[config.mk]
export PLATFORM = sky130hd
export DESIGN_NAME = personal_id_date_luhn_check_flat
export DESIGN_NICKNAME = d
export VERILOG_FILES = /design/src/design/pidl_pkg.sv /design/src/design/pidl_in_if.sv /design/src/design/pidl_out_if.sv /design/src/design/pidl_cfg_if.sv /design/src/design/personal_id_date_luhn_check.sv /design/src/design/pidl_step.sv /design/src/flat_wrapper.sv
export VERILOG_INCLUDE_DIRS = /design/src /design/src/design
export SDC_FILE = /design/constraint.sdc
export NUM_CORES = 1
export LEC_CHECK = 0
export BUFFER_PORTS_ARGS = -buffer_cell sky130_fd_sc_hd__buf_4
export CORE_UTILIZATION = 45
export CTS_CLUSTER_DIAMETER = 50
export DETAILED_ROUTE_END_ITERATION = 12
export MAX_ROUTING_LAYER = met4
export PLACE_DENSITY_LB_ADDON = 0.08
export SYNTH_ARGS = -nofsm -noshare
export SYNTH_HDL_FRONTEND = slang
export SYNTH_HIERARCHICAL = 1
export SYNTH_SLANG_ARGS = --single-unit
[constraint.sdc]
create_clock -name clk -period 11.7 [get_ports clk]
set_clock_uncertainty 0.15 [all_clocks]
set_input_delay 1.17 -clock clk [delete_from_list [all_inputs] [get_ports clk]]
set_output_delay 1.17 -clock clk [all_outputs]
set_load 0.02 [all_outputs]
[src/design/personal_id_date_luhn_check_assert.svh]
// Assertion macros used by the checker top level.
`ifndef PERSONAL_ID_DATE_LUHN_CHECK_ASSERT_SVH
`define PERSONAL_ID_DATE_LUHN_CHECK_ASSERT_SVH

// Same-cycle implication, sampled on clk and disabled during reset.
`define PIDL_ASSERT_NOW(label, ante, cons, msg) \
	label: assert property (@(posedge clk) disable iff (!arst_n) (ante) |-> (cons)) \
		else $error(msg);

// Next-cycle implication, sampled on clk and disabled during reset.
`define PIDL_ASSERT_NEXT(label, ante, cons, msg) \
	label: assert property (@(posedge clk) disable iff (!arst_n) (ante) |=> (cons)) \
		else $error(msg);

`endif

[src/design/pidl_pkg.sv]
// Types, constants and helper functions of the identity number checker.
package pidl_pkg;

	localparam int unsigned CHAR_W  = 8;
	localparam int unsigned POS_W   = 4;
	localparam int unsigned DIGIT_W = 4;
	localparam int unsigned YEAR_W  = 7;

	localparam logic [POS_W-1:0] POS_YEAR_T  = 4'd0;
	localparam logic [POS_W-1:0] POS_YEAR_U  = 4'd1;
	localparam logic [POS_W-1:0] POS_MONTH_T = 4'd2;
	localparam logic [POS_W-1:0] POS_MONTH_U = 4'd3;
	localparam logic [POS_W-1:0] POS_DAY_T   = 4'd4;
	localparam logic [POS_W-1:0] POS_DAY_U   = 4'd5;
	localparam logic [POS_W-1:0] POS_HYPHEN  = 4'd6;
	localparam logic [POS_W-1:0] POS_SER_0   = 4'd7;
	localparam logic [POS_W-1:0] POS_SER_2   = 4'd9;
	localparam logic [POS_W-1:0] POS_LAST    = 4'd10;
	localparam logic [POS_W-1:0] POS_DONE    = 4'd11;

	localparam logic [CHAR_W-1:0] CHAR_HYPHEN = 8'h2D;
	localparam logic [CHAR_W-1:0] CHAR_ZERO   = 8'h30;
	localparam logic [CHAR_W-1:0] CHAR_NINE   = 8'h39;

	localparam logic [YEAR_W-1:0] PIVOT_RESET = 7'd24;
	localparam logic [4:0]        FEB_LEAP_LEN = 5'd29;
	localparam logic [3:0]        MONTH_FEB = 4'd2;
	localparam logic [3:0]        MONTH_MAX = 4'd12;

	typedef enum logic [2:0] {
		ST_OK        = 3'd0,
		ST_BAD_CHAR  = 3'd1,
		ST_BAD_MONTH = 3'd2,
		ST_BAD_DAY   = 3'd3,
		ST_BAD_CHECK = 3'd4
	} status_t;

	// The running Luhn sum is kept modulo ten, which is all the check digit needs.
	typedef struct packed {
		logic [POS_W-1:0]   pos;
		logic [DIGIT_W-1:0] tens;
		logic               leap;
		logic [3:0]         month;
		logic [3:0]         lsum;
		status_t            ferr;
	} state_t;

	typedef struct packed {
		logic               valid_res;
		status_t            status;
		logic [DIGIT_W-1:0] computed_check;
	} res_t;

	localparam state_t STATE_CLEAR = '{
		pos: '0, tens: '0, leap: 1'b0, month: '0, lsum: '0, ferr: ST_OK
	};

	// Month length; codes outside 1 to 12 wrap around the table as the index does.
	function automatic logic [4:0] month_len(input logic [3:0] m);
		logic [4:0] len;
		unique case (m)
			4'd1, 4'd3, 4'd5, 4'd7, 4'd8, 4'd10, 4'd12, 4'd13, 4'd15: len = 5'd31;
			4'd2, 4'd14: len = 5'd28;
			default: len = 5'd30;
		endcase
		return len;
	endfunction

endpackage

[src/design/pidl_in_if.sv]
// Input channel: one character item per handshake.
interface pidl_in_if;
	logic                       valid;
	logic                       ready;
	logic [pidl_pkg::CHAR_W-1:0] char_code;
	logic                       start_req;

	modport source (output valid, char_code, start_req, input ready);
	modport sink (input valid, char_code, start_req, output ready);
endinterface

[src/design/pidl_out_if.sv]
// Result channel: one verdict item per identity number.
interface pidl_out_if;
	logic                        valid;
	logic                        ready;
	logic                        valid_res;
	logic [2:0]                  status;
	logic [pidl_pkg::DIGIT_W-1:0] computed_check;

	modport source (output valid, valid_res, status, computed_check, input ready);
	modport sink (input valid, valid_res, status, computed_check, output ready);
endinterface

[src/design/pidl_cfg_if.sv]
// Configuration channel carrying the pivot year.
interface pidl_cfg_if;
	logic                       valid;
	logic                       ready;
	logic [pidl_pkg::YEAR_W-1:0] data;

	modport source (output valid, data, input ready);
	modport sink (input valid, data, output ready);
endinterface

[src/design/personal_id_date_luhn_check.sv]
// Top level of the identity number checker for the form YYMMDD-NNNN.
//
// Characters arrive one per item on item_in; start_req marks the first character
// of a new number and clears the per-number state. After the eleventh character
// one item leaves on item_out with the verdict, the first error and the
// computed Luhn check digit. Characters after the eleventh that carry no
// start_req are consumed and give no result.
// The pivot year is written through cfg by the user only while the block is idle;
// the block does not enforce this, and cfg is always ready. Reset sets the pivot
// year to 24 and clears the per-number state. Each item passes an input register
// and is evaluated against the running state; the verdict is registered. One
// character is accepted in every cycle unless a final character waits on a
// stalled result; the state update is a single pass of small per-position
// logic. When the receiver stalls, the result register holds its item,
// characters that give no result still flow, and a final character waits in
// the input register, after which item_in.ready drops until the result is taken.
`include "personal_id_date_luhn_check_assert.svh"

module personal_id_date_luhn_check (
	input  logic       clk,
	input  logic       arst_n,
	pidl_in_if.sink    item_in,
	pidl_out_if.source item_out,
	pidl_cfg_if.sink   cfg
);
	import pidl_pkg::*;

	logic                v_s1;
	logic [CHAR_W-1:0]   char_s1;
	logic                start_s1;
	logic [YEAR_W-1:0]   pivot_q;
	state_t              state_q;
	state_t              nxt_state;
	logic                emit;
	res_t                res;
	logic                out_valid_q;
	res_t                res_q;
	logic                out_free;
	logic                consume;
	logic                take_in;

	pidl_step u_step (
		.char_code (char_s1),
		.start_req (start_s1),
		.pivot_year(pivot_q),
		.cur_state (state_q),
		.nxt_state (nxt_state),
		.emit      (emit),
		.res       (res)
	);

	assign out_free = !out_valid_q || item_out.ready;
	assign consume = v_s1 && (!emit || out_free);
	assign item_in.ready = !v_s1 || consume;
	assign take_in = item_in.valid && item_in.ready;
	assign cfg.ready = 1'b1;

	always_ff @(posedge clk or negedge arst_n) begin
		if (!arst_n) begin
			v_s1 <= 1'b0;
			pivot_q <= PIVOT_RESET;
			state_q <= STATE_CLEAR;
			out_valid_q <= 1'b0;
		end else begin
			if (take_in) v_s1 <= 1'b1;
			else if (consume) v_s1 <= 1'b0;
			if (cfg.valid) pivot_q <= cfg.data;
			if (consume) state_q <= nxt_state;
			if (consume && emit) out_valid_q <= 1'b1;
			else if (item_out.ready) out_valid_q <= 1'b0;
		end
	end

	always_ff @(posedge clk) begin
		if (take_in) begin
			char_s1 <= item_in.char_code;
			start_s1 <= item_in.start_req;
		end
		if (consume && emit) res_q <= res;
	end

	assign item_out.valid = out_valid_q;
	assign item_out.valid_res = res_q.valid_res;
	assign item_out.status = res_q.status;
	assign item_out.computed_check = res_q.computed_check;

	`PIDL_ASSERT_NOW(a_verdict_matches_status, out_valid_q,
		res_q.valid_res == (res_q.status == ST_OK), "verdict disagrees with status")
	`PIDL_ASSERT_NOW(a_check_digit_range, out_valid_q,
		res_q.computed_check <= 4'd9, "check digit out of range")
	`PIDL_ASSERT_NEXT(a_done_after_result, consume && emit,
		state_q.pos == POS_DONE && out_valid_q, "state not idle after result")
	`PIDL_ASSERT_NEXT(a_stage_holds, v_s1 && !consume,
		v_s1 && $stable(char_s1) && $stable(start_s1), "input stage lost an item")
endmodule

[src/design/pidl_step.sv]
// Next-state and verdict logic for one character.
module pidl_step (
	input  logic [pidl_pkg::CHAR_W-1:0] char_code,
	input  logic                        start_req,
	input  logic [pidl_pkg::YEAR_W-1:0] pivot_year,
	input  pidl_pkg::state_t            cur_state,
	output pidl_pkg::state_t            nxt_state,
	output logic                        emit,
	output pidl_pkg::res_t              res
);
	import pidl_pkg::*;

	state_t       cur;
	logic         active;
	logic         is_dig;
	logic [3:0]   d;
	logic [6:0]   val;
	logic         century19;
	logic         weight2;
	logic [4:0]   dbl;
	logic [4:0]   lterm;
	logic [4:0]   lsum_raw;
	logic [3:0]   check;
	logic [4:0]   len;
	status_t      err;

	always_comb begin
		cur = start_req ? STATE_CLEAR : cur_state;
		active = (cur.pos < POS_DONE);
		is_dig = (char_code >= CHAR_ZERO) && (char_code <= CHAR_NINE);
		d = is_dig ? char_code[3:0] : 4'd0;
		val = {cur.tens, 3'b000} + {2'b00, cur.tens, 1'b0} + {3'b000, d};
		century19 = (val > pivot_year);
		weight2 = (cur.pos == POS_YEAR_T) || (cur.pos == POS_MONTH_T)
			|| (cur.pos == POS_DAY_T) || (cur.pos == POS_SER_0) || (cur.pos == POS_SER_2);
		dbl = {d, 1'b0};
		lterm = weight2 ? ((dbl > 5'd9) ? dbl - 5'd9 : dbl) : {1'b0, d};
		lsum_raw = {1'b0, cur.lsum} + lterm;
		check = (cur.lsum == 4'd0) ? 4'd0 : 4'd10 - cur.lsum;
		len = ((cur.month == MONTH_FEB) && cur.leap) ? FEB_LEAP_LEN : month_len(cur.month);

		nxt_state = cur;
		err = cur.ferr;
		emit = 1'b0;

		if (cur.pos == POS_HYPHEN) begin
			if ((char_code != CHAR_HYPHEN) && (err == ST_OK)) err = ST_BAD_CHAR;
		end else if (!is_dig && (err == ST_OK)) begin
			err = ST_BAD_CHAR;
		end

		unique case (cur.pos)
			POS_YEAR_T, POS_MONTH_T, POS_DAY_T: begin
				nxt_state.tens = d;
			end
			POS_YEAR_U: begin
				nxt_state.leap = (val[1:0] == 2'b00) && !(century19 && (val == 7'd0));
			end
			POS_MONTH_U: begin
				if (err == ST_OK) begin
					if ((val < 7'd1) || (val > {3'b000, MONTH_MAX})) err = ST_BAD_MONTH;
					else nxt_state.month = val[3:0];
				end
			end
			POS_DAY_U: begin
				if ((err == ST_OK) && ((val < 7'd1) || (val > {2'b00, len}))) begin
					err = ST_BAD_DAY;
				end
			end
			POS_LAST: begin
				if ((err == ST_OK) && (d != check)) err = ST_BAD_CHECK;
			end
			default: begin
			end
		endcase

		if ((cur.pos < POS_LAST) && (cur.pos != POS_HYPHEN)) begin
			nxt_state.lsum = (lsum_raw >= 5'd10) ? 4'(lsum_raw - 5'd10) : lsum_raw[3:0];
		end

		nxt_state.ferr = err;
		if (cur.pos == POS_LAST) begin
			nxt_state.pos = POS_DONE;
			emit = 1'b1;
		end else begin
			nxt_state.pos = cur.pos + 4'd1;
		end

		if (!active) begin
			nxt_state = cur;
			emit = 1'b0;
		end

		res.valid_res = (err == ST_OK);
		res.status = err;
		res.computed_check = check;
	end
endmodule

[src/flat_wrapper.sv]
// flat-port wrapper written by rule: the top's interface ports become plain ports
module personal_id_date_luhn_check_flat import pidl_pkg::*;
  (clk, arst_n, item_in_valid, item_in_char_code, item_in_start_req, item_in_ready, item_out_valid, item_out_valid_res, item_out_status, item_out_computed_check, item_out_ready, cfg_valid, cfg_data, cfg_ready);
  pidl_in_if item_in_i ();
  pidl_out_if item_out_i ();
  pidl_cfg_if cfg_i ();
  input  logic clk;
  input  logic arst_n;
  input wire logic [$bits(item_in_i.valid)-1:0] item_in_valid;
  input wire logic [$bits(item_in_i.char_code)-1:0] item_in_char_code;
  input wire logic [$bits(item_in_i.start_req)-1:0] item_in_start_req;
  output wire logic [$bits(item_in_i.ready)-1:0] item_in_ready;
  output wire logic [$bits(item_out_i.valid)-1:0] item_out_valid;
  output wire logic [$bits(item_out_i.valid_res)-1:0] item_out_valid_res;
  output wire logic [$bits(item_out_i.status)-1:0] item_out_status;
  output wire logic [$bits(item_out_i.computed_check)-1:0] item_out_computed_check;
  input wire logic [$bits(item_out_i.ready)-1:0] item_out_ready;
  input wire logic [$bits(cfg_i.valid)-1:0] cfg_valid;
  input wire logic [$bits(cfg_i.data)-1:0] cfg_data;
  output wire logic [$bits(cfg_i.ready)-1:0] cfg_ready;
  assign item_in_i.valid = item_in_valid;
  assign item_in_i.char_code = item_in_char_code;
  assign item_in_i.start_req = item_in_start_req;
  assign item_in_ready = item_in_i.ready;
  assign item_out_valid = item_out_i.valid;
  assign item_out_valid_res = item_out_i.valid_res;
  assign item_out_status = item_out_i.status;
  assign item_out_computed_check = item_out_i.computed_check;
  assign item_out_i.ready = item_out_ready;
  assign cfg_i.valid = cfg_valid;
  assign cfg_i.data = cfg_data;
  assign cfg_ready = cfg_i.ready;
  personal_id_date_luhn_check u_core (.clk(clk), .arst_n(arst_n), .item_in(item_in_i), .item_out(item_out_i), .cfg(cfg_i));
endmodule
==> results by stage, run 1 <==
Run status:
- The flow ran to the end, and the final reports show no timing, DRC or antenna violations.

Setup path:
- The worst path arrival time is between 4 and 5 ns.
- The largest individual stage delay along the critical path comes from the cell sky130_fd_sc_hd__fa_1.
- The cell type group with the largest total delay on the critical path is adder cells.
- The data required time at the worst endpoint is 11.78 ns.
- The signal on the critical path passes through buf_4 > inv_1 > nand2_1 > ha_1 > or2_2 > nand2_1 > nand2_1 > mux2i_1 > ha_1 > fa_1 > xor2_1 > inv_1 > ha_1 > o21ai_0 > a211o_1 > a21o_2 > nand3_1 > nand2_1 > o211ai_2.
- The number of buffer and inverter stages on the critical path is 3.
- The category of the worst setup path capture point is a register.
- The largest single stage delay on the critical path is 0.40 ns.
- The path type of the worst setup path is register to register.
- Counting stages on the worst path, the most repeated cell is sky130_fd_sc_hd__nand2_1.
- Of all nets on the critical path, the largest fanout is 23.
- The sort of element at the start of the critical path is a register.

Routing:
- After detailed routing, the average wire length per cell comes to between 15 and 20 µm.
- The detailed-routing iteration count for the pre-antenna-repair pass is 5.
- The post-detailed-route count of antenna-violating nets is 0.
- For this run, design rule violations remaining after detail routing come to 0.
- The total via count after detailed routing is 3080.
- The detailed router finished its first iteration with 167 violations.
- The routed via count divided by cell count is 5.82.
- The final routed wirelength across all metal layers is 9.06 mm.

Floorplan:
- The row count is 33.
- The height of the die is 94.7 µm.
- The total area inside the core boundary comes to 8260 µm².
- For this design the top-level I/O count stands at 32.
- The die covers 8970 µm².
- The starting density of the core is 0.468.
- In this run the horizontal extent of the chip is 94.7 µm.

STA:
- The top achievable clock speed is 215 MHz.
- The number of hold-slack violations in the final timing report was 0.
- The final setup slack of the worst path is ~7.0 ns.
- The final-layout worst hold slack is 0.355 ns.
- Setup repair after global routing left no endpoint under its margin.
- Dividing the final minimum period by the clock period gives 0.398.
- The clock period minus worst slack is between 4 and 5 ns.
- The final-report max-slew violation count is 0.
- In this run the tightest slew margin relative to its limit is 0.183.
- For the pin with the worst max-slew slack, the measured transition is 1.23 ns.
- Adding up every negative setup slack in the final design gives 0 ns.
- Setup violations remaining at the end of the flow were counted as 0.

Final layout:
- In the layout the commonest cells are sky130_fd_sc_hd__nand2_1 (35), sky130_fd_sc_hd__buf_4 (32), sky130_fd_sc_hd__nand2b_1 (28).
- The synthesis-to-finish area growth is 8.67%.
- The number of antenna cells inserted is 0.
- The most common cell after layout, fill and taps aside is sky130_fd_sc_hd__nand2_1.
- The post-layout utilization of the core is 0.509.
- The fraction of layout instances using a drive strength above 1 is 0.210.
- The final layout net count is 473.

Power:
- IR analysis of the VDD net gives a maximum drop of 44.3 µV.
- Dividing total power by cell area gives a power density of 87.5 nW/µm².
- Overall power consumption after layout is estimated at 0.000368 W.
- The static power due to leakage is 1.91 nW.

Job:
- The tool flagged a number of max-cap violations equal to 0.

Placement:
- In this run the tool buffered the top-level ports with 30 buffer cells.
- Timing analysis after detailed placement gives a worst setup slack of 7.13 ns.
- The estimated wirelength of the detail-placed design is 6.53 mm.
- The last weighted congestion value of the routability-driven placer is 0.835.

Logic synthesis:
- For this run, the leading register cell type out of synthesis is sky130_fd_sc_hd__dfrtp_1.
- The synthesized area per cell is 9.55 µm².
- Counting distinct cell types in the post-synthesis netlist gives 69.
- The sequential element share of the synthesized area is 0.320.
- Counting flops and latches in the post-synthesis netlist gives 46.
- The count of mapped cells out of synthesis is between 400 and 500.
- The mapped netlist covers roughly 3900 µm².
- In this run, synthesis inferred 17 flip-flops with an integrated enable.
- During synthesis, Yosys emitted a total of 6 warnings.
- The net count of the mapped netlist is about 460.
- The async set or reset register ratio after synthesis is 0.630.

Clock network:
- CTS built an H-tree with a depth of 2.
- The root buffer cell chosen for the clock tree is sky130_fd_sc_hd__clkbuf_8.
- The longest clock path from root to sink contains 2 buffers.
- The clock insertion delay at the later pin of the skew report is 0.30 ns.
- Clock tree synthesis inserted a total of 5 buffers.
- The clock sink total is 46.
- Clock-pin slew was measured on the worst setup and hold paths at about 0.1 ns.
- The CTS tree is yes.
- Hold repair after CTS inserted 0 buffers.
- After clock tree synthesis, the repair step resized 0 gates.
- The post-CTS setup repair buffer count is 0.

GRT:
- Entering global routing, the biggest net connects 43 pins.
- The global-route wire length before repair is approximately 15 mm.
- The initial antenna violation count is 0.
- The number of global-route vias before repair came to 2982.
- For this run the aggregate overflow at the end of global routing stands at 0.
- The global router's overall resource usage is 0.223.

Worst hold path:
- The worst hold path belongs to the class register to register.
==> final cells by class <==
class                      count  area (µm²)
fill                         784        4060
multi-input combinational    316        2420
sequential                    46        1240
timing repair buffer          32         240
tap                          105         131
inverter                      22        82.6
clock buffer                   5        68.8
clock inverter                 3        21.3
==> cell families after synthesis <==
group | after synthesis | synth area share
mux | 19 | 0.0540
fa+ha+maj | 29 | 0.0977
buf+inv | 43 | 0.0553
xor+xnor | 9 | 0.0204
compound gates | 95 | 0.199
flops | 46 | 0.320
simple gates | 163 | 0.252
other cells | 1 | 0.000970
==> routing by layer <==
layer  global-route usage  vias up  routed length (µm)
met2                0.354       70                4290
met5                    -        -                   0
met4               0.0429        0                  56
li1                     -     1524                   -
met1                0.306     1482                4260
met3               0.0274        4                 452
==> where the power goes <==
part	total, W	switching, W	leakage (nW)	internal [W]
sequential	0.000191	0.0000140	0.537	0.000177
combinational	0.0000768	0.0000411	1.33	0.0000357
clock	0.000100	0.0000579	0.0441	0.0000421
total	0.000368	0.000113	1.91	0.000255
==> final timing paths <==
path	startpoint	to	slack, ns	cells past startpoint
worst max-delay path	u_core/start_s1	u_core/state_q[4]	7.05	19
worst min-delay path	u_core/pivot_q[2]	u_core/pivot_q[2]	0.35	1
worst max register to register	u_core/start_s1	u_core/state_q[4]	7.05	19
worst min register to register	u_core/pivot_q[2]	u_core/pivot_q[2]	0.35	1
max in group asynchronous	arst_n	u_core/pivot_q[3]	10.44	1
min in group asynchronous	arst_n	u_core/pivot_q[2]	0.64	1
==> worst register-to-register path, stage by stage, from the launching register on <==
cell and delay (ns):
sky130_fd_sc_hd__edfxtp_1 0.37, sky130_fd_sc_hd__buf_4 0.23, sky130_fd_sc_hd__inv_1 0.33, sky130_fd_sc_hd__nand2_1 0.18, sky130_fd_sc_hd__ha_1 0.30, sky130_fd_sc_hd__or2_2 0.34
sky130_fd_sc_hd__nand2_1 0.23, sky130_fd_sc_hd__nand2_1 0.17, sky130_fd_sc_hd__mux2i_1 0.15, sky130_fd_sc_hd__ha_1 0.23, sky130_fd_sc_hd__fa_1 0.40, sky130_fd_sc_hd__xor2_1 0.20
sky130_fd_sc_hd__inv_1 0.07, sky130_fd_sc_hd__ha_1 0.21, sky130_fd_sc_hd__o21ai_0 0.19, sky130_fd_sc_hd__a211o_1 0.34, sky130_fd_sc_hd__a21o_2 0.18, sky130_fd_sc_hd__nand3_1 0.06
sky130_fd_sc_hd__nand2_1 0.07, sky130_fd_sc_hd__o211ai_2 0.19
==> registers in the layout (all words and copies together) (netlist names) <==
name	count
u_core/char_s1	8
u_core/item_out.computed_check	4
u_core/item_out.status	3
u_core/item_out.valid	1
u_core/item_out.valid_res	1
u_core/pivot_q	7
u_core/start_s1	1
u_core/state_q	20
u_core/v_s1	1
==> synthesized netlist by cell type, types with 3 or more instances <==
cell | n | area share
sky130_fd_sc_hd__a21o_1 | 7 | 0.014
sky130_fd_sc_hd__a21oi_1 | 20 | 0.026
sky130_fd_sc_hd__a31o_2 | 4 | 0.0091
sky130_fd_sc_hd__a31oi_1 | 4 | 0.0065
sky130_fd_sc_hd__buf_2 | 10 | 0.013
sky130_fd_sc_hd__clkbuf_1 | 5 | 0.0049
sky130_fd_sc_hd__dfrtp_1 | 27 | 0.17
sky130_fd_sc_hd__edfxtp_1 | 17 | 0.13
sky130_fd_sc_hd__ha_1 | 27 | 0.087
sky130_fd_sc_hd__inv_1 | 22 | 0.021
sky130_fd_sc_hd__mux2_1 | 7 | 0.020
sky130_fd_sc_hd__mux2_2 | 8 | 0.023
sky130_fd_sc_hd__mux2i_1 | 4 | 0.010
sky130_fd_sc_hd__nand2_1 | 35 | 0.034
sky130_fd_sc_hd__nand2b_1 | 28 | 0.045
sky130_fd_sc_hd__nand3_1 | 12 | 0.016
sky130_fd_sc_hd__nand4b_1 | 21 | 0.048
sky130_fd_sc_hd__nor2_1 | 19 | 0.018
sky130_fd_sc_hd__nor2b_1 | 12 | 0.019
sky130_fd_sc_hd__nor3_1 | 8 | 0.010
sky130_fd_sc_hd__o2111ai_1 | 3 | 0.0068
sky130_fd_sc_hd__o211ai_2 | 21 | 0.068
sky130_fd_sc_hd__o21a_1 | 3 | 0.0058
sky130_fd_sc_hd__o21ai_0 | 10 | 0.013
sky130_fd_sc_hd__or3_1 | 4 | 0.0065
sky130_fd_sc_hd__xnor2_1 | 6 | 0.014
sky130_fd_sc_hd__xor2_1 | 3 | 0.0068
==> metrics by stage <==
step           std cells  area, µm²
3_3_place_gp         521       4110
2_1_floorplan        405       3870
4_1_cts              529       4200
6_report             529       4200
5_1_grt              529       4200
3_5_place_dp         521       4110
No activity file was read; power rests on OpenSTA's default activity.
==> run 2, diff against run 1 <==
- ABC_AREA: not set -> 1
- clock period: 11.7 -> 3.9 ns (I/O delays scaled with it)
==> results by stage, run 2 <==
Floorplan:
- The I/O pin count is 32 (unchanged).
- The area of the core is 7370 µm² (was 8260 µm²).
- The row count is 31 (was 33).
- The height of the die is 90.2 µm (was 94.7 µm).
- The x dimension of the die is 90.2 µm (was 94.7 µm).
- The full die area is 8140 µm² (was 8970 µm²).
- The starting density of the core came to 0.475 (was 0.468).

Final layout:
- The most common cell after layout, fill and taps aside is sky130_fd_sc_hd__nand2_1 (unchanged).
- The final layout net count is 567 (was 473).
- The post-route cell area was 3990 µm² (was 4200 µm²).
- The number of antenna cells inserted is 0 (unchanged).
- Top library cells by usage in the layout, fill and taps aside: sky130_fd_sc_hd__nand2_1 (139), sky130_fd_sc_hd__inv_1 (68), sky130_fd_sc_hd__nand3_1 (52) (was sky130_fd_sc_hd__nand2_1 (35), sky130_fd_sc_hd__buf_4 (32), sky130_fd_sc_hd__nand2b_1 (28)).
- The fraction of layout instances using a drive strength above 1 is 0.154 (was 0.210).
- The number of fill cells in the layout came to 717 (was 784).
- Largest registers: u_core/state_q (20), u_core/char_s1 (8), u_core/pivot_q (7) (unchanged).
- The post-layout instance count excluding filler cells is 617 (was 529).
- The register with the most flip-flops is u_core/state_q (unchanged).
- The synthesis-to-finish area growth is 13.9% (was 8.67%).
- The flip-flop count of the largest register after layout is 20 (unchanged).

Placement:
- The placement-stage cell area is 3820 µm² (was 4110 µm²).
- The worst slack after detailed placement is 0.230 ns (was 7.13 ns).
- The last weighted congestion value of the routability-driven placer is 0.840 (was 0.835).
- The placed instance count is 603 (was 521).
- The estimated wirelength of the detail-placed design is 5.93 mm (was 6.53 mm).
- The count of input and output buffers is 30 (unchanged).

STA:
- Unrepaired setup endpoints after global routing: false (unchanged).
- The sum of negative setup slack is 0 ns (unchanged).
- The final-report max-slew violation count is 0 (unchanged).
- The final critical-path share of the clock period was 0.945 (was 0.398).
- The clock period minus worst slack came to 3.69 ns (was 4.65 ns).
- The top achievable clock speed was 271 MHz (was 215 MHz).
- The number of hold-slack violations in the final timing report is 0 (unchanged).
- The relative slew slack is 0.533 (was 0.183).
- The final setup slack of the worst path is 0.214 ns (was 7.05 ns).
- The number of setup violations in the final report is 0 (unchanged).
- The transition at the pin with the smallest max-transition slack is 0.695 ns (was 1.23 ns).

Routing:
- The total via count after detailed routing came to 3142 (was 3080).
- The violation count after the first detailed-routing iteration came to 128 (was 167).
- The final routed wirelength across all metal layers was 7.85 mm (was 9.06 mm).
- The post-detailed-route count of antenna-violating nets is 0 (unchanged).
- The detailed-routing iteration count for the pre-antenna-repair pass came to 5 (unchanged).
- The wire length per cell after detailed routing is 12.7 µm (was 17.1 µm).
- The routed via count divided by cell count came to 5.09 (was 5.82).
- The DRC violations left came to 0 (unchanged).

GRT:
- The largest net degree at the start of global routing is 30 (was 43).
- The global router's overall resource usage was 0.211 (was 0.223).
- The residual overflow from global routing is 0 (unchanged).
- The global-route wire length before repair came to 13.4 mm (was 15.0 mm).
- The initial antenna violation count came to 0 (unchanged).
- The number of global-route vias before repair came to 2995 (was 2982).

Clock network:
- The clock transition at the registers of the reported paths is 0.09 ns (was 0.10 ns).
- The clock insertion delay at the later pin of the skew report is 0.30 ns (about the same).
- The clock sink total is 46 (unchanged).
- The H-tree depth came to 2 (unchanged).
- The deepest clock path buffer count is 2 (unchanged).
- The CTS tree is yes (unchanged).
- The number of buffers inserted during clock tree synthesis is 5 (unchanged).
- The cell at the root of the clock tree is sky130_fd_sc_hd__clkbuf_8 (unchanged).

Logic synthesis:
- The most used standard cell by instance count after synthesis is sky130_fd_sc_hd__nand2_1 (unchanged).
- The count of mapped cells out of synthesis was 478 (was 405).
- The primary flip-flop cell chosen by synthesis mapping is sky130_fd_sc_hd__dfrtp_1 (unchanged).
- The count of unique library cells instantiated by Yosys is 38 (was 69).
- Most used standard cells in the synthesized netlist: sky130_fd_sc_hd__nand2_1 (140), sky130_fd_sc_hd__inv_1 (68), sky130_fd_sc_hd__nand3_1 (52) (was sky130_fd_sc_hd__nand2_1 (35), sky130_fd_sc_hd__nand2b_1 (28), sky130_fd_sc_hd__dfrtp_1 (27), sky130_fd_sc_hd__ha_1 (27), sky130_fd_sc_hd__inv_1 (22)).
- The synthesized area per cell is 7.33 µm² (was 9.55 µm²).
- The async set or reset register ratio after synthesis is 0.630 (unchanged).
- The register bit count reported by yosys is 46 (unchanged).
- The cell type with the highest aggregate area in the netlist is sky130_fd_sc_hd__dfrtp_1 (unchanged).
- The net count of the mapped netlist is 528 (was 455).
- The sequential element share of the synthesized area was 0.354 (was 0.320).
- The top cell type's share of synthesized area is 0.193 (was 0.175).
- Cell types occupying the most area after synthesis: sky130_fd_sc_hd__dfrtp_1 (19%), sky130_fd_sc_hd__nand2_1 (15%), sky130_fd_sc_hd__edfxtp_1 (15%) (was sky130_fd_sc_hd__dfrtp_1 (17%), sky130_fd_sc_hd__edfxtp_1 (13%), sky130_fd_sc_hd__ha_1 (8.7%)).
- The count of flip-flops with a built-in enable after synthesis is 17 (unchanged).
- The number of warning messages in the yosys log came to 6 (unchanged).
- The area of the mapped netlist is 3500 µm² (was 3870 µm²).

Setup path:
- The destination of the critical timing path is u_core/state_q[11] (was u_core/state_q[4]).
- The data required time at the worst endpoint is 3.95 ns (was 11.78 ns).
- The reg-to-reg critical path startpoint is u_core/char_s1[1] (was u_core/start_s1).
- The category of the worst setup path capture point is a register (unchanged).
- The maximum fanout count along the critical path is 4 (was 23).
- The path type of the worst setup path is register to register (unchanged).
- The worst reg-to-reg path cell count was 20 (was 19).
- The sort of element at the start of the critical path is a register (unchanged).
- The worst path arrival time is 3.74 ns (was 4.73 ns).
- The setup slack of the most critical reg-to-reg path is 0.21 ns (was 7.05 ns).
- The launching instance or port of the critical path is u_core/char_s1[1] (was u_core/start_s1).
- The worst flop-to-flop path endpoint is u_core/state_q[11] (was u_core/state_q[4]).

Worst hold path:
- The type of the worst min-delay path is input port to register (was register to register).
- The critical hold path startpoint is item_in_start_req (was u_core/pivot_q[2]).

Power:
- The maximum resistive drop on vdd is 157 µV (was 44.3 µV).
- The power per unit of standard cell area is 332 nW/µm² (was 87.5 nW/µm²).
- The overall power consumption is 0.00133 W (was 0.000368 W).
- The static power due to leakage is 2.17 nW (was 1.91 nW).

Job:
- The max capacitance violation total is 0 (unchanged).

Run status:
- Outcome: complete, no violations (unchanged).
-- run 2: cell count changes after synthesis, sizes merged, moves of 21 or more --
cell,change
inv,+53
nand4b,-21
nand2b,-28
nand2,+108
nand3,+45
o21ai,+22
-- run 2: cell families (layout without fill, tap and decap cells) --
group                    Yosys count  count (layout)  share of synthesized area
AND/OR/NAND/NOR                  253             253                      0.322
buffers and inverters             85             125                      0.103
AO/OA/AOI/OAI                     59              59                     0.0996
flip-flops                        46              46                      0.354
adder cells (fa/ha/maj)           29              29                      0.108
XOR/XNOR                           5               5                     0.0125
other                              1               1                    0.00107
-- run 2: worst min path at each step --
stage                                 end  slack [ns]  cells after the start
floorplan           u_core/item_out.valid       -0.06                      0
global placement       u_core/state_q[15]        0.20                      1
detailed placement     u_core/state_q[15]        0.21                      1
CTS                       u_core/start_s1        0.09                      1
global route              u_core/start_s1        0.08                      1
finish                    u_core/start_s1        0.11                      1
-- run 2: metrics by stage --
stage	utilization	hold WS, ns
3_5_place_dp	0.518	0.208
3_3_place_gp	0.518	0.195
2_1_floorplan	-	-0.0556
5_1_grt	0.542	0.0781
6_report	0.542	0.106
4_1_cts	0.535	0.0871
-- run 2: routing by layer --
metal  vias up  track usage  wire length, µm
met4         0       0.0699              103
met1      1431        0.272             3750
met3         6       0.0305              332
met5         -            -                0
li1       1628            -                -
met2        77        0.340             3670
-- run 2: cell type report --
class	count	area (µm²)	area share
Multi-Input combinational cell	347	1910	0.479
Sequential cell	46	1240	0.310
Timing Repair Buffer	42	318	0.0796
Inverter	75	284	0.0712
Tap cell	99	124	0.0310
Clock buffer	5	68.8	0.0172
Clock inverter	3	45.0	0.0113
-- run 2: where the power goes --
part           switching (W)  internal, W
logic               0.000236     0.000142
clock network       0.000176     0.000191
registers          0.0000359     0.000544
-- run 2: worst max-delay path, stage by stage, from the launching register on --
cell                       delay [ns]
sky130_fd_sc_hd__edfxtp_1        0.43
sky130_fd_sc_hd__o21ai_2         0.25
sky130_fd_sc_hd__nand2_2         0.15
sky130_fd_sc_hd__nor2_4          0.19
sky130_fd_sc_hd__ha_1            0.25
sky130_fd_sc_hd__ha_1            0.23
sky130_fd_sc_hd__fa_1            0.41
sky130_fd_sc_hd__nand3_1         0.11
sky130_fd_sc_hd__nand3_1         0.08
sky130_fd_sc_hd__nand2_1         0.16
sky130_fd_sc_hd__inv_1           0.07
sky130_fd_sc_hd__ha_1            0.29
sky130_fd_sc_hd__nand2_1         0.07
sky130_fd_sc_hd__nor2_1          0.15
sky130_fd_sc_hd__nand2_1         0.07
sky130_fd_sc_hd__o211ai_1        0.10
sky130_fd_sc_hd__nand4_1         0.13
sky130_fd_sc_hd__nand4_1         0.08
sky130_fd_sc_hd__o21ai_0         0.07
sky130_fd_sc_hd__nand3_1         0.09
sky130_fd_sc_hd__nand2_1         0.06
-- run 2: repair_timing --
action                                  in CTS  in global routing
setup buffers                                0                  5
hold buffers                                 1                  0
gates resized for setup                      0                  3
hold endpoints to repair                    27                  0
endpoints found under the setup margin       0                  2
==> run 3, diff against run 2 <==
- clock period: 3.9 -> 3.65 ns (I/O delays scaled with it)
==> results by stage, run 3 (synthesis results as in run 2) <==
Routing:
- The violation count after the first detailed-routing iteration is 168 (was 128).
- The post-detailed-route count of antenna-violating nets came to 0 (unchanged).
- The wire length per cell after detailed routing came to 13.2 µm (was 12.7 µm).
- The routed via count divided by cell count is 5.08 (was 5.09).
- The DRC violations left is 0 (unchanged).
- The total via count after detailed routing was 3181 (was 3142).
- The final routed wirelength across all metal layers came to 8.26 mm (was 7.85 mm).
- The detailed-routing iteration count for the pre-antenna-repair pass is 4 (was 5).

GRT:
- The initial antenna violation count was 0 (unchanged).
- The residual overflow from global routing is 0 (unchanged).
- The largest net degree at the start of global routing is 30 (unchanged).
- The number of global-route vias before repair came to 2949 (was 2995).
- The global-route wire length before repair is 13.4 mm (about the same).
- The global router's overall resource usage is 0.210 (was 0.211).

Final layout:
- The final layout net count is 576 (was 567).
- The register with the most flip-flops was u_core/state_q (unchanged).
- Top library cells by usage in the layout, fill and taps aside: sky130_fd_sc_hd__nand2_1 (135), sky130_fd_sc_hd__inv_1 (67), sky130_fd_sc_hd__buf_4 (49) (was sky130_fd_sc_hd__nand2_1 (139), sky130_fd_sc_hd__inv_1 (68), sky130_fd_sc_hd__nand3_1 (52)).
- The post-route cell area is 4220 µm² (was 3990 µm²).
- The synthesis-to-finish area growth is 20.4% (was 13.9%).
- The most common cell after layout, fill and taps aside is sky130_fd_sc_hd__nand2_1 (unchanged).
- The flip-flop count of the largest register after layout was 20 (unchanged).
- The fraction of layout instances using a drive strength above 1 is 0.226 (was 0.154).
- The number of antenna cells inserted is 0 (unchanged).
- Largest registers: u_core/state_q (20), u_core/char_s1 (8), u_core/pivot_q (7) (unchanged).

Worst hold path:
- The type of the worst min-delay path is input port to register (unchanged).

Clock network:
- The clock transition at the registers of the reported paths came to 0.09 ns (about the same).
- The H-tree depth is 2 (unchanged).
- The clock insertion delay at the later pin of the skew report is 0.30 ns (about the same).
- The clock sink total is 46 (unchanged).
- The cell at the root of the clock tree is sky130_fd_sc_hd__clkbuf_8 (unchanged).
- The CTS tree is yes (unchanged).
- The deepest clock path buffer count came to 2 (unchanged).
- The number of buffers inserted during clock tree synthesis was 5 (unchanged).

Power:
- The static power due to leakage is 2.24 nW (was 2.17 nW).
- The maximum resistive drop on vdd is 187 µV (was 157 µV).
- The power per unit of standard cell area is 362 nW/µm² (was 332 nW/µm²).

STA:
- The number of hold-slack violations in the final timing report is 0 (unchanged).
- The relative slew slack is 0.426 (was 0.533).
- The top achievable clock speed was 292 MHz (was 271 MHz).
- The final-report max-slew violation count is 0 (unchanged).
- The number of setup violations in the final report was 0 (unchanged).
- The final-layout worst hold slack is 0.0855 ns (was 0.106 ns).
- The sum of negative setup slack is 0 ns (unchanged).
- The transition at the pin with the smallest max-transition slack is 0.861 ns (was 0.695 ns).
- The final critical-path share of the clock period was 0.937 (was 0.945).
- The clock period minus worst slack is 3.42 ns (was 3.69 ns).

Floorplan:
- The x dimension of the die came to 90.2 µm (unchanged).
- The full die area is 8140 µm² (unchanged).
- The row count came to 31 (unchanged).
- The height of the die came to 90.2 µm (unchanged).
- The area of the core is 7370 µm² (unchanged).
- The starting density of the core is 0.475 (unchanged).
- The I/O pin count came to 32 (unchanged).

Placement:
- The estimated wirelength of the detail-placed design was 6.05 mm (was 5.93 mm).
- The last weighted congestion value of the routability-driven placer was 0.925 (was 0.840).
- The placement-stage cell area is 3850 µm² (was 3820 µm²).
- The count of input and output buffers is 30 (unchanged).

Job:
- The max capacitance violation total is 0 (unchanged).

Setup path:
- The worst path arrival time is 3.46 ns (was 3.74 ns).
- The sort of element at the start of the critical path is a register (unchanged).
- The path type of the worst setup path is register to register (unchanged).
- The maximum fanout count along the critical path is 8 (was 4).
- The category of the worst setup path capture point is a register (unchanged).
- The data required time at the worst endpoint was 3.69 ns (was 3.95 ns).

Run status:
- Outcome: complete, no violations (unchanged).
-- run 3: path summary, 6_finish.rpt --
check	start	endpoint	slack, ns	depth (start not counted)
hold / removal	item_in_start_req	u_core/start_s1	0.09	1
max in group asynchronous	arst_n	u_core/pivot_q[4]	2.67	2
hold reg to reg	u_core/state_q[14]	u_core/state_q[14]	0.33	2
min in group asynchronous	arst_n	u_core/pivot_q[5]	0.37	2
setup reg to reg	u_core/start_s1	u_core/state_q[4]	0.23	22
setup / recovery	u_core/start_s1	u_core/state_q[4]	0.23	22
-- run 3: layout make-up --
| class | instances | area [µm²] |
|---|---|---|
| timing repair buffer | 51 | 389 |
| fill | 693 | 3150 |
| clock inverter | 3 | 68.8 |
| inverter | 75 | 284 |
| sequential | 46 | 1240 |
| multi-input combinational | 347 | 2040 |
| clock buffer | 5 | 68.8 |
| tap | 99 | 124 |
-- run 3: layer usage --
| metal | wire, µm | vias up | part of all wire | GRT usage |
|---|---|---|---|---|
| li1 | - | 1651 | - | - |
| met1 | 3790 | 1451 | 0.46 | 0.269 |
| met2 | 4050 | 66 | 0.49 | 0.351 |
| met3 | 300 | 13 | 0.036 | 0.0279 |
| met4 | 126 | 0 | 0.015 | 0.0511 |
| met5 | 0 | - | 0 | - |
-- run 3: power breakdown --
part / total [W] / internal (W) / switching (W)
registers: 0.000624 / 0.000581 / 0.0000424
clock network: 0.000457 / 0.000274 / 0.000183
logic: 0.000446 / 0.000179 / 0.000267
total: 0.00153 / 0.00103 / 0.000492
-- run 3: through the flow --
step	cells	util	total power (W)	setup slack, ns
floorplan	478	-	0.000921	0.163
detailed placement	607	0.522	0.00102	0.0149
global route	626	0.572	0.00162	-0.0571
finish	626	0.572	0.00153	0.229
global placement	607	0.522	0.00102	0.0960
CTS	617	0.543	0.00149	0.0210
-- run 3: what timing repair did --
action,in CTS,in global routing
pin swaps,1,15
buffers inserted,1,9
resized for setup,0,41
gates cloned,0,0
endpoints found under the setup margin,2,6
hold endpoints to repair,27,0
hold buffers,1,0
-- run 3: critical path, cell delays in order (launching register included) --
cell and delay [ns]:
sky130_fd_sc_hd__edfxtp_1 0.49, sky130_fd_sc_hd__nor2_2 0.13, sky130_fd_sc_hd__inv_1 0.10, sky130_fd_sc_hd__ha_2 0.21
sky130_fd_sc_hd__inv_1 0.08, sky130_fd_sc_hd__nor2_2 0.06, sky130_fd_sc_hd__o21ai_4 0.15, sky130_fd_sc_hd__nand3_4 0.09
sky130_fd_sc_hd__buf_4 0.18, sky130_fd_sc_hd__nor2_1 0.15, sky130_fd_sc_hd__a21oi_2 0.07, sky130_fd_sc_hd__ha_2 0.39
sky130_fd_sc_hd__xor2_2 0.16, sky130_fd_sc_hd__inv_1 0.08, sky130_fd_sc_hd__ha_2 0.18, sky130_fd_sc_hd__o31ai_1 0.07
sky130_fd_sc_hd__nand2_1 0.15, sky130_fd_sc_hd__nand3_2 0.11, sky130_fd_sc_hd__nand2_1 0.05, sky130_fd_sc_hd__nand3_1 0.06
sky130_fd_sc_hd__nand2_1 0.05, sky130_fd_sc_hd__nand3_1 0.07, sky130_fd_sc_hd__nand2_1 0.06
